File: src/tcw_pkg.sv
// ----------------------------------------------------------------------------
// tcw_pkg
// Shared types and constants for the text console character writer.
// ----------------------------------------------------------------------------
package tcw_pkg;

  localparam logic [1:0] FUNC_PUT   = 2'd0;
  localparam logic [1:0] FUNC_CLEAR = 2'd1;
  localparam logic [1:0] FUNC_READ  = 2'd2;

  localparam logic [7:0] CHAR_BS    = 8'h08;
  localparam logic [7:0] CHAR_TAB   = 8'h09;
  localparam logic [7:0] CHAR_NL    = 8'h0A;
  localparam logic [7:0] CHAR_CR    = 8'h0D;
  localparam logic [7:0] CHAR_SPACE = 8'h20;
  localparam logic [7:0] CHAR_LAST  = 8'h7F;

  localparam logic [15:0] RESET_CELL = 16'h0F20;
  localparam logic [3:0]  RESET_BG   = 4'h0;
  localparam logic [3:0]  RESET_FG   = 4'hF;

  localparam logic REG_BG = 1'b0;
  localparam logic REG_FG = 1'b1;

  typedef struct packed {
    logic [1:0]  func;
    logic [7:0]  char_code;
    logic [10:0] cell_index;
  } in_word_t;

  typedef struct packed {
    logic [10:0] cursor_location;
    logic [15:0] cell_word;
    logic        did_scroll;
  } out_word_t;

  typedef enum logic [2:0] {
    OP_NOP,
    OP_PUT_PRINT,
    OP_PUT_BS,
    OP_PUT_TAB,
    OP_PUT_CR,
    OP_PUT_NL,
    OP_CLEAR,
    OP_READ
  } cmd_op_t;

  typedef struct packed {
    cmd_op_t     op;
    logic [7:0]  char_code;
    logic [10:0] cell_index;
  } cmd_t;

  typedef struct packed {
    logic init_busy;
  } back_status_t;

endpackage

File: src/tcw_front.sv
// ----------------------------------------------------------------------------
// tcw_front
// Accepts input words and decodes them into back-end commands.
// ----------------------------------------------------------------------------
module tcw_front #(
  parameter int CELLS = 2000
) (
  input  logic                  in_valid,
  output logic                  in_ready,
  input  tcw_pkg::in_word_t     in_data,
  input  tcw_pkg::back_status_t status,
  input  logic                  q_full,
  output logic                  push,
  output tcw_pkg::cmd_t         push_cmd
);

  assign in_ready = !q_full && !status.init_busy;
  assign push     = in_valid && in_ready;

  always_comb begin
    push_cmd.op         = tcw_pkg::OP_NOP;
    push_cmd.char_code  = in_data.char_code;
    push_cmd.cell_index = in_data.cell_index;
    case (in_data.func)
      tcw_pkg::FUNC_PUT: begin
        if (in_data.char_code == tcw_pkg::CHAR_BS) begin
          push_cmd.op = tcw_pkg::OP_PUT_BS;
        end else if (in_data.char_code == tcw_pkg::CHAR_TAB) begin
          push_cmd.op = tcw_pkg::OP_PUT_TAB;
        end else if (in_data.char_code == tcw_pkg::CHAR_CR) begin
          push_cmd.op = tcw_pkg::OP_PUT_CR;
        end else if (in_data.char_code == tcw_pkg::CHAR_NL) begin
          push_cmd.op = tcw_pkg::OP_PUT_NL;
        end else if (in_data.char_code >= tcw_pkg::CHAR_SPACE &&
                     in_data.char_code <= tcw_pkg::CHAR_LAST) begin
          push_cmd.op = tcw_pkg::OP_PUT_PRINT;
        end
      end
      tcw_pkg::FUNC_CLEAR: begin
        push_cmd.op = tcw_pkg::OP_CLEAR;
      end
      tcw_pkg::FUNC_READ: begin
        if (32'(in_data.cell_index) < CELLS) begin
          push_cmd.op = tcw_pkg::OP_READ;
        end
      end
      default: begin
        push_cmd.op = tcw_pkg::OP_NOP;
      end
    endcase
  end

endmodule

File: config.mk
export PLATFORM = sky130hd
export DESIGN_NAME = tcw_front
export DESIGN_NICKNAME = d
export VERILOG_FILES = /design/src/tcw_pkg.sv /design/src/tcw_front.sv
export SDC_FILE = /design/constraint.sdc
export NUM_CORES = 1
export LEC_CHECK = 0
export BUFFER_PORTS_ARGS = -buffer_cell sky130_fd_sc_hd__clkbuf_2
export CAP_MARGIN = 0
export CORE_AREA = 2 2 39 41
export DETAILED_ROUTE_END_ITERATION = 10
export DIE_AREA = 0 0 41 43
export PLACE_DENSITY = 0.67
export SLEW_MARGIN = 25
export SYNTH_ARGS = -nofsm -noshare
export SYNTH_HDL_FRONTEND = slang
export SYNTH_SLANG_ARGS = --single-unit
File: constraint.sdc
create_clock -name vclk -period 1.85
set_clock_uncertainty 0.2 [all_clocks]
set_input_delay 0.0925 -clock vclk [all_inputs]
set_output_delay 0.0925 -clock vclk [all_outputs]
set_load 0.01 [all_outputs]
* After elaboration in Yosys (flattened, before gate mapping)
Cells that the tools add are included.
** Storage, ports and cells
- Bits in registers :: 0
- Output and inout bits :: 24
- Input bits :: 24
- Word-level logic and storage cells :: 22
** Operators by class
- $lt $le $gt $ge :: 3
- Equality and inequality tests :: 6
- Mux-type cells :: 7
- Reductions and logical operators :: 6
** Operators with widths (count)
- equality test 8 x 4 -> 1 bit (second input constant) :: 4
- two-way mux 3 bit :: 5
- less-than comparator 11 bit (second input constant) :: 1
- one-hot mux 3 bit (3 select lines) :: 1
- >= comparator 8 x 6 -> 1 bit (second input constant) :: 1
- less-or-equal comparator 8 x 7 -> 1 bit (second input constant) :: 1
- logical AND 1 bit :: 3
- equality test 2 x 1 -> 1 bit (second input constant) :: 1
- equality test 2 bit (second input constant) :: 1
- logical NOT 1 bit :: 2
- logical NOT 2 bit :: 1
- two-way mux 1 bit :: 1

* Longest topological paths before layout
- Word-level depth :: 8
- Mapped depth :: 3
- Mapped depth without buffers :: 3

* Least setup slack after synthesis
Ideal clock, no wire load.
- Path kind :: input port to output port
- From :: input port in_data[16] (netlist name)
- To :: output port push_cmd[20] (netlist name)
- Stages on the path :: 3
- Path slack :: 0.325 ns
- Arrival :: 1.233 ns
- Data required time :: 1.558 ns
- Buffers on the path :: 0
- Cell sequence :: or4b_1 -> or4_1 -> a22oi_2
** RTL lines
- start, declared :: line tcw_front.sv:10 : input tcw_pkg::in_word_t in_data,
- end, declared :: line tcw_front.sv:14 : output tcw_pkg::cmd_t push_cmd

==> out/results.ini <==
[synthesis]
synth_compound_area_frac=0.210
synth_top_family_by_area=buffers and inverters
yosys.area_share.xor_xnor=0.0313
synth_area_sq_um=280
synthSimpleGateAreaFrac=0.223
synth_nets=63
synth.yosys.seq_area_share=0
yosysWarnings=0
ys_types=18
syn_area_per_cell_sq_um=7.19
synth-adder-area-share=0
postSynthCellCount=39
synthMuxAreaShare=0

[layout]
mostFrequentLayoutCell=clkbuf_2
clock_buffers=0
seq_area_sq_um=0
drive_above_1_share=0.641
postLayoutCellArea_sq_um=398
num_antenna_cells=0
final_cell_mix=40 x clkbuf_2, 4 x dlygate4sd3_1, 3 x nor2_1
syn_to_final_growth_pct=42.0
seq_cells=0
nNetsFinal=90

[placed_design]
dpl.hpwl_um=621
placed_area_sq_um=358
gp_congestion=0.574
numPortBuffers=40

[global_route]
grt_max_degree=6
track_usage=0.0609
grt_pass1_vias=231
grt-ovfl-total=0
antenna_found_initial=0
grt_pass1_wl_um=793

[setup_path]
cp-start-kind=input port
crit_type=input port to output pin
cp_slowest_stage_delay_ps=540
endpoint_kind=output pin
required_ps=1560
crit_path_frequent_cell=clkbuf_2
path_cells=clkbuf_2, or4b_1, or4_1, a22oi_2, clkbuf_2
crit_fanout=3
path_delay_family=simple AND/OR/NAND/NOR gates
cp_slowest_cell=or4b_1
crit_arrival_ps=1450
crit_buf_inv=2

[detailed_routing]
wirelength_um=659
drt_pass1_iterations=1
viasPerCell=4.31
drt_iter0_drc=0
ant_nets=0
routedWlPerCell_um=8.24
drc=0
vias=345

[worst_hold_path]
min_from=in_data[4]
hold_class=input port to output pin
worstHoldPathCells=2
min_to=push_cmd[4]

[sta]
period_share=0.940
hold_viol_final=0
max_slew_margin=0.800
fin_setup_tns_ps=0
finalSetupViolations=0
max_freq_mhz=575
rsz0062_at_grt=no
slew_viol_final=0
worstMarginPinSlew_ps=296
fin_crit_ps=1740

[power]
p_leak_nw=0.225
p_per_area_nw_per_um2=228
irDropWorstVdd_mv=0.0425

[floorplan]
ios=48
dieArea_sq_um=1760
die_x_um=41
core_area_sq_um=1380
die_h_um=43
start_util=0.203
core.rowCount=14

[status]
status=finished clean

[flow_run]
cap_violations=0

[clocking]
postCtsResizedCells=0

[Yosys cell counts]
cell type,instances,area (sq um)
or3b_1,1,8.76
nand4_1,1,6.26
buf_4,19,143
a22oi_1,1,7.51
nor2_1,3,11.3
o41ai_1,1,8.76
xnor2_1,1,8.76
nor3_1,1,5.00
and2_1,1,6.26
inv_1,2,7.51
or4b_1,1,10.0
o21bai_1,1,7.51
or4_1,1,7.51
a22oi_2,1,12.5
a211o_1,1,8.76
o2bb2ai_1,1,8.76
o21ai_0,1,5.00
nand3b_1,1,7.51
[layout make-up]
| cell class | count | area [sq um] |
|---|---|---|
| multi-input cells | 18 | 130 |
| well taps | 16 | 20.0 |
| repair buffers | 44 | 240 |
| fillers | 163 | 986 |
| inverters | 2 | 7.51 |
[how the worst max path moves through the flow]
stage	startpoint	endpoint	slack [ps]	cells after the start
after CTS	in_data[16]	push_cmd[20]	90	5
after floorplan	in_data[16]	push_cmd[20]	320	3
after global placement	in_data[16]	push_cmd[20]	100	5
after global routing	in_data[16]	push_cmd[20]	40	5
final	in_data[16]	push_cmd[20]	110	5
after detailed placement	in_data[16]	push_cmd[20]	90	5
[stage by stage]
stage          std cells  worst slack (ps)  power (W)  hold slack, ps   util
4_1_cts               80              91.8  0.0000928             187  0.288
6_report              80               111  0.0000907             185  0.288
2_1_floorplan         39               325  0.0000621            32.5      -
5_1_grt               80              42.6   0.000101             201  0.288
3_3_place_gp          76              95.3  0.0000818           -14.9  0.259
3_5_place_dp          76              91.8  0.0000831           -14.9  0.259
[report_power, final]
group	internal [W]	switching [W]	total, W
logic	0.0000458	0.0000450	0.0000907
registers	0	0	0
clock network	0	0	0
total	0.0000458	0.0000450	0.0000907
[cell families after synthesis]
kind of cell,Yosys count
buffers and inverters,21
and+or+nand+nor,10
AOI/OAI and AO/OA,7
xor gates and xnor gates,1
[repair_timing]
action / in CTS / in global routing
hold endpoints to repair: 4 / 0
buffers inserted: 0 / 0
hold buffers: 4 / 0
[per-layer routing]
layer | wire (um) | track usage | part of all wire
met3 | 141 | 0 | 0.21
met5 | 0 | 0 | 0
met2 | 331 | 0.138 | 0.50
met4 | 0 | 0 | 0
met1 | 186 | 0.0538 | 0.28
(Power assumes the default switching activity.)
