--- src/tcw_pkg.sv ---
// ----------------------------------------------------------------------------
// tcw_pkg
// Shared types and constants for the text console character writer.
// ----------------------------------------------------------------------------
package tcw_pkg;

  localparam logic [1:0] FUNC_PUT   = 2'd0;
  localparam logic [1:0] FUNC_CLEAR = 2'd1;
  localparam logic [1:0] FUNC_READ  = 2'd2;

  localparam logic [7:0] CHAR_BS    = 8'h08;
  localparam logic [7:0] CHAR_TAB   = 8'h09;
  localparam logic [7:0] CHAR_NL    = 8'h0A;
  localparam logic [7:0] CHAR_CR    = 8'h0D;
  localparam logic [7:0] CHAR_SPACE = 8'h20;
  localparam logic [7:0] CHAR_LAST  = 8'h7F;

  localparam logic [15:0] RESET_CELL = 16'h0F20;
  localparam logic [3:0]  RESET_BG   = 4'h0;
  localparam logic [3:0]  RESET_FG   = 4'hF;

  localparam logic REG_BG = 1'b0;
  localparam logic REG_FG = 1'b1;

  typedef struct packed {
    logic [1:0]  func;
    logic [7:0]  char_code;
    logic [10:0] cell_index;
  } in_word_t;

  typedef struct packed {
    logic [10:0] cursor_location;
    logic [15:0] cell_word;
    logic        did_scroll;
  } out_word_t;

  typedef enum logic [2:0] {
    OP_NOP,
    OP_PUT_PRINT,
    OP_PUT_BS,
    OP_PUT_TAB,
    OP_PUT_CR,
    OP_PUT_NL,
    OP_CLEAR,
    OP_READ
  } cmd_op_t;

  typedef struct packed {
    cmd_op_t     op;
    logic [7:0]  char_code;
    logic [10:0] cell_index;
  } cmd_t;

  typedef struct packed {
    logic init_busy;
  } back_status_t;

endpackage

--- src/tcw_queue.sv ---
// ----------------------------------------------------------------------------
// tcw_queue
// Two-entry command queue between the front end and the back end.
// ----------------------------------------------------------------------------
module tcw_queue (
  input  logic          clk,
  input  logic          rst_n,
  input  logic          push,
  input  tcw_pkg::cmd_t push_cmd,
  output logic          full,
  input  logic          pop,
  output logic          q_valid,
  output tcw_pkg::cmd_t q_cmd
);

  tcw_pkg::cmd_t entry_r [2];
  logic       wr_ptr_r, wr_ptr_nxt;
  logic       rd_ptr_r, rd_ptr_nxt;
  logic [1:0] count_r, count_nxt;

  assign full    = (count_r == 2'd2);
  assign q_valid = (count_r != 2'd0);
  assign q_cmd   = entry_r[rd_ptr_r];

  always_comb begin
    wr_ptr_nxt = push ? !wr_ptr_r : wr_ptr_r;
    rd_ptr_nxt = pop ? !rd_ptr_r : rd_ptr_r;
    count_nxt  = count_r + 2'(push) - 2'(pop);
  end

  always_ff @(posedge clk) begin
    if (!rst_n) begin
      wr_ptr_r <= 1'b0;
      rd_ptr_r <= 1'b0;
      count_r  <= 2'd0;
    end else begin
      wr_ptr_r <= wr_ptr_nxt;
      rd_ptr_r <= rd_ptr_nxt;
      count_r  <= count_nxt;
    end
  end

  always_ff @(posedge clk) begin
    if (push) begin
      entry_r[wr_ptr_r] <= push_cmd;
    end
  end

endmodule

--- config.mk ---
export PLATFORM = sky130hd
export DESIGN_NAME = tcw_queue
export DESIGN_NICKNAME = d
export VERILOG_FILES = /design/src/tcw_pkg.sv /design/src/tcw_queue.sv
export SDC_FILE = /design/constraint.sdc
export NUM_CORES = 1
export LEC_CHECK = 0
export BUFFER_PORTS_ARGS = -buffer_cell sky130_fd_sc_hd__buf_2
export CORE_MARGIN = 5
export CORE_UTILIZATION = 43
export CTS_CLUSTER_DIAMETER = 150
export DETAILED_ROUTE_END_ITERATION = 16
export PLACE_DENSITY = 0.7
export SYNTH_ARGS = -nofsm -noshare
export SYNTH_HDL_FRONTEND = slang
export SYNTH_SLANG_ARGS = --single-unit
--- constraint.sdc ---
create_clock -name clk -period 1.7 [get_ports clk]
set_input_delay 0.17 -clock clk [delete_from_list [all_inputs] [get_ports clk]]
set_output_delay 0.17 -clock clk [all_outputs]
set_load 0.05 [all_outputs]
# Word level (Yosys, flattened, before mapping)
# Memory sizes are Yosys's and may differ from the RTL's. A register that Yosys moved wholly into a read port is not among the register bits.
# Cells that the tools add are included.
[op_classes]
mux = 4
n_addsub = 2
n_reduce_logical = 3
eq_ne = 1
[op_table]
columns = ["cell", "n"]
rows = [
  ["1-bit 2-to-1 mux", 4],
  ["2-bit by 1-bit adder with 2-bit output", 1],
  ["2-bit == test, second input constant", 1],
  ["1-bit logical NOT", 2],
  ["2-bit nonzero test", 1],
  ["2-bit by 1-bit subtractor with 2-bit output", 1],
]
[totals]
in_bits = 26
mem_bits_rw = 44
mem_count = 1
register_bits = 4
word_cells = 14
output_inout_bits = 24
[memory_table]
columns = ["name", "depth", "word_bits", "read_ports", "rd_clocked_by_memory_dff", "write_ports", "line_no", "text"]
rows = [
  ["entry_r", 2, 22, 1, 1, 1, "tcw_queue.sv:16", "tcw_pkg::cmd_t entry_r [2];"],
]

# Logic depth before layout (Yosys ltp)
[depth]
depth_word = 3
ltp_mapped = 6
mapped_depth_nobuf = 6

# Worst setup path after synthesis
# No wires, ideal clock.
[synth_timing]
kind = "register to register"
start = "reg wr_ptr_r"
end = "mem entry_r[0][0] (netlist bit) (enable)"
stages_incl_launch_ff = 2
slack_ps = -45
n_path_buf = 0
arrival_ps = 1340
path_cell_list = "dfxtp_1 -> nor2b_1"
[synth_lines]
columns = ["item", "line_no", "text"]
rows = [
  ["start, declared", "tcw_queue.sv:17", "logic wr_ptr_r, wr_ptr_nxt;"],
  ["start signal, assigned", "tcw_queue.sv:37", "wr_ptr_r <= wr_ptr_nxt;"],
  ["end, declared", "tcw_queue.sv:16", ""],
]
# No word-level cell before the write port.

==> metrics.txt <==
# TYPE chip_impl_metric gauge
chip_impl_info{name="rsz0062_at_grt",value="false"} 1
chip_impl_metric{name="netlist_area",unit="µm²"} 1820
chip_impl_metric{name="number_of_antenna_repair_diodes",unit=""} 0
chip_impl_metric{name="whs_path_depth",unit=""} 1
chip_impl_metric{name="site_rows",unit=""} 23
chip_impl_metric{name="drive_above_1_share",unit="%"} 58.0
chip_impl_metric{name="post-place-cells",unit=""} 192
chip_impl_metric{name="cts_resized",unit=""} 0
chip_impl_metric{name="critPathBufInv",unit=""} 2
chip_impl_metric{name="routedWlPerCell",unit="µm"} 15.0
chip_impl_metric{name="post-dp-hpwl",unit="µm"} 2250
chip_impl_metric{name="cts_num_sinks",unit=""} 49
chip_impl_metric{name="core_region_area",unit="µm²"} 4060
chip_impl_metric{name="die-area",unit="µm²"} 5630
chip_impl_info{name="crit_chain",value="buf_4 > mux2_2 > buf_2"} 1
chip_impl_metric{name="setup_violations",unit=""} 0
chip_impl_info{name="cts_tree",value="built"} 1
chip_impl_metric{name="cts_made_buffers",unit=""} 5
chip_impl_metric{name="synth.distinct_cells",unit=""} 12
chip_impl_metric{name="die_y",unit="µm"} 75.0
chip_impl_metric{name="initial_core_util",unit="%"} 44.8
chip_impl_metric{name="max_ir_drop_vdd",unit="V"} 0.000592
chip_impl_info{name="cts_root_buf",value="sky130_fd_sc_hd__clkbuf_8"} 1
chip_impl_metric{name="hold_violations",unit=""} 0
chip_impl_info{name="critical_path_class",value="flop to output pin"} 1
chip_impl_metric{name="report.final.slew_viol_count",unit=""} 0
chip_impl_metric{name="insertion_delay",unit="ns"} 0.29
chip_impl_metric{name="port_buffers",unit=""} 49
chip_impl_metric{name="grt_first_pass_wirelength",unit="µm"} 4800
chip_impl_metric{name="period_share",unit="%"} 93.3
chip_impl_metric{name="worst-r2r-setup-slack",unit="ns"} 0.30
chip_impl_metric{name="worstPathRequired",unit="ns"} 1.53
chip_impl_metric{name="maximum_number_of_pins_on_one_net_before_global_route_repair",unit=""} 16
chip_impl_metric{name="cts_post_setup_buffers_inserted",unit=""} 0
chip_impl_info{name="whs_endpoint",value="entry_r[0][5]"} 1
chip_impl_info{name="critical-path-top-delay-family",value="buffers and inverters"} 1
chip_impl_metric{name="drtPass1Iterations",unit=""} 3
chip_impl_metric{name="gp_routability_congestion",unit=""} 0.689
chip_impl_metric{name="floorplan.die.width",unit="µm"} 75.0
chip_impl_metric{name="path_clk_slew",unit="ns"} 0.09
chip_impl_metric{name="drcViolationCount",unit=""} 0
chip_impl_info{name="hold_path_startpoint",value="push_cmd[5]"} 1
chip_impl_metric{name="finalClockSkew",unit="ns"} 0.00753
chip_impl_metric{name="synth_seq_area_share",unit="%"} 78.1
chip_impl_metric{name="final-instance-count-excl-fill",unit=""} 200
chip_impl_metric{name="finalHoldWorstSlack",unit="ns"} 0.0617
chip_impl_metric{name="finish.net_count",unit=""} 177
chip_impl_metric{name="period_minus_slack",unit="ns"} 1.59
chip_impl_info{name="cp_endpoint_kind",value="output pin"} 1
chip_impl_metric{name="remaining_global_route_overflow",unit=""} 0
chip_impl_metric{name="powerDensity",unit="nW/µm²"} 1170
chip_impl_info{name="critical_path.startpoint_type",value="flop"} 1
chip_impl_metric{name="maxClockFrequency",unit="MHz"} 631
chip_impl_metric{name="max_stage_delay",unit="ns"} 0.36
chip_impl_info{name="critical_path.reg2reg.startpoint",value="count_r[0]"} 1
chip_impl_metric{name="postSynthRegisterBits",unit=""} 49
chip_impl_metric{name="cts_hold_buffers",unit=""} 0
chip_impl_metric{name="cp_max_fanout",unit=""} 12
chip_impl_metric{name="antenna_found_initial",unit=""} 0
chip_impl_metric{name="antenna_left",unit=""} 0
chip_impl_metric{name="vias",unit=""} 939
chip_impl_metric{name="first_iter_violations",unit=""} 46
chip_impl_metric{name="place_ws",unit="ns"} 0.311
chip_impl_metric{name="dpl-instance-area",unit="µm²"} 2150
chip_impl_info{name="r2r_endpoint",value="count_r[1]"} 1
chip_impl_metric{name="timing.final.ws_setup",unit="ns"} 0.114
chip_impl_metric{name="timing.max_cap.violations",unit=""} 0
chip_impl_metric{name="critPathArrivalTime",unit="ns"} 1.42
chip_impl_metric{name="cts_buffer_depth",unit=""} 2
chip_impl_metric{name="drt-vias-per-instance",unit=""} 4.70
chip_impl_metric{name="area.growth.synth_to_final",unit="%"} 23.6
chip_impl_metric{name="track_usage",unit="%"} 11.9
chip_impl_metric{name="synthesis.nets",unit=""} 117
chip_impl_metric{name="leakage",unit="nW"} 0.882
chip_impl_metric{name="design_area",unit="µm²"} 2250
chip_impl_metric{name="reg2regPathDepth",unit=""} 6
chip_impl_metric{name="top_level_ports",unit=""} 50
chip_impl_metric{name="routed_wl",unit="µm"} 2990
chip_impl_metric{name="syn_avg_cell_area",unit="µm²"} 20.4
chip_impl_metric{name="max_slew_margin",unit="%"} 82.8
chip_impl_info{name="cp_slowest_cell",value="sky130_fd_sc_hd__mux2_2"} 1
chip_impl_metric{name="grt_pass1_vias",unit=""} 1046
chip_impl_metric{name="netlist_instances",unit=""} 89
chip_impl_metric{name="worst-slew-pin-transition",unit="ns"} 0.259
chip_impl_metric{name="htree_num_levels",unit=""} 2
chip_impl_metric{name="fin_tns_setup",unit="ns"} 0
chip_impl_info{name="worstHoldPathType",value="input pin to flop"} 1
chip_impl_metric{name="ys.warnings.count",unit=""} 0
chip_impl_info{name="status",value="finished clean"} 1
-- worst max-delay path by stage --
stage	slack (ns)	cells after the start	start	end
finish	0.11	3	flop	q_cmd[3]
global route	0.03	3	flop	q_cmd[3]
CTS	0.09	3	flop	q_cmd[9]
detailed placement	0.31	6	count_r[0]	count_r[1]
global placement	0.39	6	count_r[0]	count_r[1]
floorplan	0.37	1	wr_ptr_r	entry_r[0][0]
-- registers in the layout, indices dropped and copies added, names as in the netlist, named ones only --
name and cells:
count_r 2, wr_ptr_r 1, rd_ptr_r 1, entry_r 44
-- cell type report --
cell class / count / area, µm²
Tap cell: 50 / 62.6
Clock inverter: 2 / 13.8
Timing Repair Buffer: 55 / 290
Fill cell: 335 / 1810
Sequential cell: 49 / 1420
Clock buffer: 6 / 82.6
Inverter: 2 / 7.51
Multi-Input combinational cell: 36 / 370
-- per-layer routing --
layer,wire length (µm),vias up,GRT usage [%],part of all wire [%]
met4,51,0,4.94,1.7
met5,0,-,0,0
met2,1590,33,21.1,53
li1,-,458,-,-
met3,246,6,4.94,8.2
met1,1110,442,12.4,37
-- cell usage in the layout (no fill, tap or decap), types with 2 or more instances in the layout --
cell / instances
sky130_fd_sc_hd__and2_1: 4
sky130_fd_sc_hd__buf_2: 49
sky130_fd_sc_hd__buf_4: 6
sky130_fd_sc_hd__clkbuf_8: 6
sky130_fd_sc_hd__dfxtp_1: 5
sky130_fd_sc_hd__edfxtp_1: 44
sky130_fd_sc_hd__ha_1: 2
sky130_fd_sc_hd__inv_1: 2
sky130_fd_sc_hd__mux2_2: 22
sky130_fd_sc_hd__nor2b_1: 3
-- cells in the mapped netlist --
library cell                n  area, µm²
sky130_fd_sc_hd__and2_1     4       25.0
sky130_fd_sc_hd__buf_6      2       22.5
sky130_fd_sc_hd__dfxtp_1    5        100
sky130_fd_sc_hd__edfxtp_1  44       1320
sky130_fd_sc_hd__ha_1       2       25.0
sky130_fd_sc_hd__inv_1      2       7.51
sky130_fd_sc_hd__mux2_2    22        248
sky130_fd_sc_hd__nor2b_1    4       25.0
sky130_fd_sc_hd__o21a_1     1       7.51
sky130_fd_sc_hd__or2_2      1       6.26
sky130_fd_sc_hd__xnor3_1    1       22.5
sky130_fd_sc_hd__xor2_1     1       8.76
-- report_power, final --
part	switching, mW	internal [mW]	total, mW
registers	0.0225	1.39	1.41
clock network	0.352	0.330	0.681
logic	0.358	0.175	0.532
-- cell families after synthesis --
logic type,synth area share (%)
adders and majority gates,1.38
DFF,78.1
and+or+nand+nor,3.09
xor gates and xnor gates,1.72
buffers and inverters,1.65
AOI/OAI and AO/OA,0.413
muxes,13.6
-- metrics by stage --
stage	util [%]	total power, mW
2_1_floorplan	-	1.84
3_3_place_gp	53.0	1.96
3_5_place_dp	53.0	1.98
4_1_cts	55.4	2.66
5_1_grt	55.4	2.75
6_report	55.4	2.62
No activity file was read; power rests on OpenSTA's default activity.
